### src/rtl/core/rsd_pkg.sv
`default_nettype none

package rsd_pkg;

   // Built server count and the widths that follow from it
   localparam int MAX_SERVERS = 32;
   localparam int IDX_W       = $clog2(MAX_SERVERS);
   localparam int NEFF_W      = IDX_W + 1;

   // Field widths
   localparam int NSRV_W = 6;
   localparam int TIME_W = 31;
   localparam int BUSY_W = 32;
   localparam int CNT_W  = 32;
   localparam int SID_W  = 5;

   localparam logic [NSRV_W-1:0] NSRV_RESET = NSRV_W'(32);

   // Input action codes
   localparam logic ACT_DISPATCH = 1'b0;
   localparam logic ACT_REPORT   = 1'b1;

   // Controller to datapath commands
   typedef struct packed {
      logic load;        // latch arrival and load time
      logic scan;        // register the free-server mask
      logic dsp_commit;  // assign server, update state, write result
      logic best_clear;  // restart the maximum search
      logic max_step;    // fold the indexed count into the maximum
      logic idx_clear;
      logic idx_advance;
      logic rpt_emit;    // write a report entry for the indexed server
   } cmd_type;

   // Datapath to controller status
   typedef struct packed {
      logic idx_end;     // index is at the last server in use
      logic match;       // indexed count equals the maximum
      logic last_match;  // indexed server is the last one at the maximum
   } sts_type;

   // Clamp the configured count to 1..MAX_SERVERS
   function automatic logic [NEFF_W-1:0] servers_in_use(input logic [NSRV_W-1:0] v);
      logic [NEFF_W-1:0] n;
      if (v == '0) begin
         n = NEFF_W'(1);
      end else if (int'(v) > MAX_SERVERS) begin
         n = NEFF_W'(MAX_SERVERS);
      end else begin
         n = NEFF_W'(v);
      end
      return n;
   endfunction

endpackage

`default_nettype wire

### src/rtl/core/rsd_ctrl.sv
`default_nettype none

module rsd_ctrl (
   input  wire logic             clock,
   input  wire logic             reset,
   input  wire logic             req_valid,
   input  wire logic             req_action,
   output logic                  req_ready,
   input  wire logic             rsp_ready,
   output logic                  rsp_valid,
   output rsd_pkg::cmd_type      cmd,
   input  wire rsd_pkg::sts_type sts
);

   typedef enum logic [2:0] {
      IDLE,
      DSP_SCAN,
      DSP_COMMIT,
      RPT_MAX,
      RPT_EMIT
   } state_type;

   state_type state_ff, state_in;
   logic      rsp_valid_ff, rsp_valid_in;
   logic      out_free;
   logic      emit;

   assign req_ready = (state_ff == IDLE);
   assign rsp_valid = rsp_valid_ff;
   assign out_free  = !rsp_valid_ff || rsp_ready;

   // Sequence the item and issue datapath commands
   always_comb begin
      state_in = state_ff;
      cmd      = '0;
      emit     = 1'b0;
      unique case (state_ff)
         IDLE: begin
            if (req_valid) begin
               if (req_action == rsd_pkg::ACT_REPORT) begin
                  cmd.best_clear = 1'b1;
                  cmd.idx_clear  = 1'b1;
                  state_in       = RPT_MAX;
               end else begin
                  cmd.load = 1'b1;
                  state_in = DSP_SCAN;
               end
            end
         end
         DSP_SCAN: begin
            cmd.scan = 1'b1;
            state_in = DSP_COMMIT;
         end
         DSP_COMMIT: begin
            if (out_free) begin
               cmd.dsp_commit = 1'b1;
               emit           = 1'b1;
               state_in       = IDLE;
            end
         end
         RPT_MAX: begin
            cmd.max_step = 1'b1;
            if (sts.idx_end) begin
               cmd.idx_clear = 1'b1;
               state_in      = RPT_EMIT;
            end else begin
               cmd.idx_advance = 1'b1;
            end
         end
         RPT_EMIT: begin
            if (!sts.match) begin
               cmd.idx_advance = 1'b1;
            end else if (out_free) begin
               cmd.rpt_emit    = 1'b1;
               cmd.idx_advance = 1'b1;
               emit            = 1'b1;
               if (sts.last_match) begin
                  state_in = IDLE;
               end
            end
         end
         default: begin
            state_in = IDLE;
         end
      endcase
   end

   // Raise valid on a new result, drop it after the transfer
   always_comb begin
      if (emit) begin
         rsp_valid_in = 1'b1;
      end else if (rsp_ready) begin
         rsp_valid_in = 1'b0;
      end else begin
         rsp_valid_in = rsp_valid_ff;
      end
   end

   // Hold state and output valid
   always_ff @(posedge clock) begin
      if (reset) begin
         state_ff     <= IDLE;
         rsp_valid_ff <= 1'b0;
      end else begin
         state_ff     <= state_in;
         rsp_valid_ff <= rsp_valid_in;
      end
   end

endmodule

`default_nettype wire

### config.mk
export PLATFORM = sky130hd
export DESIGN_NAME = rsd_ctrl
export DESIGN_NICKNAME = d
export VERILOG_FILES = /design/src/rtl/core/rsd_pkg.sv /design/src/rtl/core/rsd_ctrl.sv
export SDC_FILE = /design/constraint.sdc
export NUM_CORES = 1
export LEC_CHECK = 0
export BUFFER_PORTS_ARGS = -buffer_cell sky130_fd_sc_hd__buf_2
export CAP_MARGIN = 20
export CORE_AREA = 2 2 39 41
export CTS_BUF_LIST = sky130_fd_sc_hd__clkbuf_16
export CTS_CLUSTER_DIAMETER = 40
export DETAILED_ROUTE_END_ITERATION = 12
export DIE_AREA = 0 0 41 43
export GPL_ROUTABILITY_DRIVEN = 0
export SKIP_LAST_GASP = 1
export SYNTH_ARGS = -nofsm -noshare
export SYNTH_HDL_FRONTEND = slang
export SYNTH_SLANG_ARGS = --single-unit
### constraint.sdc
create_clock -name clock -period 3.3 [get_ports clock]
set_clock_uncertainty 0.1 [all_clocks]
set_input_delay 0 -clock clock [delete_from_list [all_inputs] [get_ports clock]]
set_output_delay 0 -clock clock [all_outputs]
set_load 0.02 [all_outputs]
==> out/metrics.cfg <==
[cts]
cts_resized=0
numCtsBuffers=3
root_buffer=clkbuf_16
cts_tree=yes
clk_path_buf_depth=2
cts_htree_levels=1
clkSlewWorstSetupHoldPaths_ps=30
cts_sinks=4
clkLatencyLatePin_ps=220

[final_layout]
layout_commonest_cell=buf_2
mostFrequentLayoutCells=buf_2, nand2_1, nor2_1
n_antenna_cell=0
synthToLayoutAreaGrowth_pct=53.3
drive_above_1_share=0.403
layout.nets=72
finalNonFillerCells=78

[logic_synthesis]
synthTopCellsByArea=dfxtp_1, nand2_1, nor2_1
syn_nets=51
synth_seq_cells=4
ys_types=24
synth-seq-area-share=0.245
synth_top_cell_by_area=dfxtp_1
syn_area_sq_um=327
synth_top_area_frac=0.245
synthCells=43
yosysWarnings=0
avgSynthCellArea_sq_um=7.59

[sta]
period_needed_ps=1580
hold_viol=0
setup_violations=0
rsz0062_at_grt=false
slew_headroom=0.741
worst_pin_slew_ps=385
tns_ps=0
drv_slew=0
fin_crit_sh=0.480
clock.fmax_mhz=632

[grt]
antenna_found_initial=0
grt_pass1_vias=290
overflow=0
grt_max_degree=14
grt_busiest_layer=met2
grt_pass1_wl_mm=1.19
grtUsageMet3=0.0785
grtUsageMet2=0.147
grt_usage=0.105
grt_use_met1=0.119

[pwr]
clock_power_share=0.513
internal_power_mw=0.256
power.density_mw_per_mm2=726
combPwrFrac=0.283
p_leak_nw=0.264
seqPwrFrac=0.204
swShare=0.295
switching_power_mw=0.107
total_power_mw=0.363
peakVddDrop_v=0.000355

[place]
io_buffers=17
placed_cells=73

[job]
maxCapViolations=0

[critical_path]
regToRegSetupSlack_ps=1790
cp.arrival_ps=1480
startpoint=state_ff[1]
end_kind=primary output
path_class=flip-flop to primary output
timing.rr.end=state_ff[1]
startpoint_type=flip-flop
worstPathMaxFanout=13
rr_startpoint=state_ff[1]
cp.required_ps=3200
rr_worst_depth=3
crit_end=cmd[2]

[hold_path]
hold_path.class=input port to flip-flop

[detailed_routing]
drt-pass1-iter-count=3
via_count=366
final_antenna_net_count=0
drc=0
detail_route.vias_per_cell=4.69
initialDrtViolationCount=4
avgRoutedWirePerCell_um=10.2
drt-total-wl_um=798

[die]
die_x_um=41
start_util=0.236
rows=14
core_sq_mm=0.00138
io-pin-count=18
die_y_um=43
die_area_sq_mm=0.00176

[run_status]
status=completed

## layout make-up
cell class	count	area (sq um)
Fill cell	158	883
Clock buffer	3	75.1
Timing Repair Buffer	19	105
Multi-Input combinational cell	33	209
Tap cell	16	20.0
Inverter	3	11.3
Sequential cell	4	80.1
## per-stage QoR
step / util / setup slack, ps / hold slack, ps / instance area [sq um]
global placement: 0.293 / 1890 / 117 / 405
detailed placement: 0.293 / 1780 / 121 / 405
CTS: 0.362 / 1710 / 5.46 / 500
global route: 0.362 / 1590 / 8.09 / 500
floorplan: - / 1530 / -37.6 / 327
finish: 0.362 / 1720 / 4.07 / 500
## worst max-delay path, stage by stage (launching register included)
cell and delay (ps):
dfxtp_1 410, nor3_1 360, and3_1 230, nand2b_1 100
buf_2 160
## layer usage
metal  share of wire  wire length (um)  vias to the layer above
li1                -                 -                      186
met1            0.44               350                      164
met2            0.46               364                       14
met3           0.095                76                        2
met4           0.010                 8                        0
met5               0                 0                        -
## worst min path at each step
| stage | start | to | slack [ps] | depth (start not counted) |
|---|---|---|---|---|
| finish | rsp_ready | rsp_valid | 4 | 3 |
| global route | sts[0] | state_ff[2] | 8 | 3 |
| CTS | rsp_ready | rsp_valid | 5 | 3 |
| detailed placement | reset | state_ff[2] | 120 | 2 |
| global placement | reset | state_ff[2] | 120 | 2 |
| floorplan | reset | state_ff[2] | -40 | 1 |
## sequential cells by signal, indices dropped and copies added, names as in the netlist
register	count
rsp_valid	1
state_ff	3
## synth_stat cells
cell type / instances
a2111o_1: 1
a21o_1: 1
a21oi_1: 1
a21oi_2: 1
a221oi_1: 1
a22oi_1: 1
a31o_1: 1
and2b_2: 1
and3_1: 2
buf_4: 2
buf_6: 1
dfxtp_1: 4
inv_1: 3
nand2_1: 6
nand2b_1: 1
nand2b_2: 1
nand2b_4: 1
nand3b_1: 2
nor2_1: 5
nor2b_1: 2
nor3_1: 2
o21ai_0: 1
o22ai_1: 1
or3b_4: 1
## logic make-up (layout without fill, tap and decap cells)
family	count (synthesis)	count (layout)	share of synthesized area
AOI/OAI and AO/OA	9	9	0.211
buffers and inverters	6	25	0.115
DFF	4	4	0.245
and+or+nand+nor	24	24	0.429
## what timing repair did
action,in CTS,in global routing
endpoints found under the hold margin,3,0
setup buffers,0,0
hold buffers,2,0
## power groups by stage
stage               Clock, mW  Sequential, mW  Combinational, mW
floorplan                   0          0.0686             0.0798
global placement            0          0.0742              0.100
detailed placement          0          0.0750              0.102
CTS                     0.190          0.0744              0.104
global route            0.196          0.0765              0.113
finish                  0.186          0.0742              0.103
Note: power is estimated with default switching activity, not from simulation.
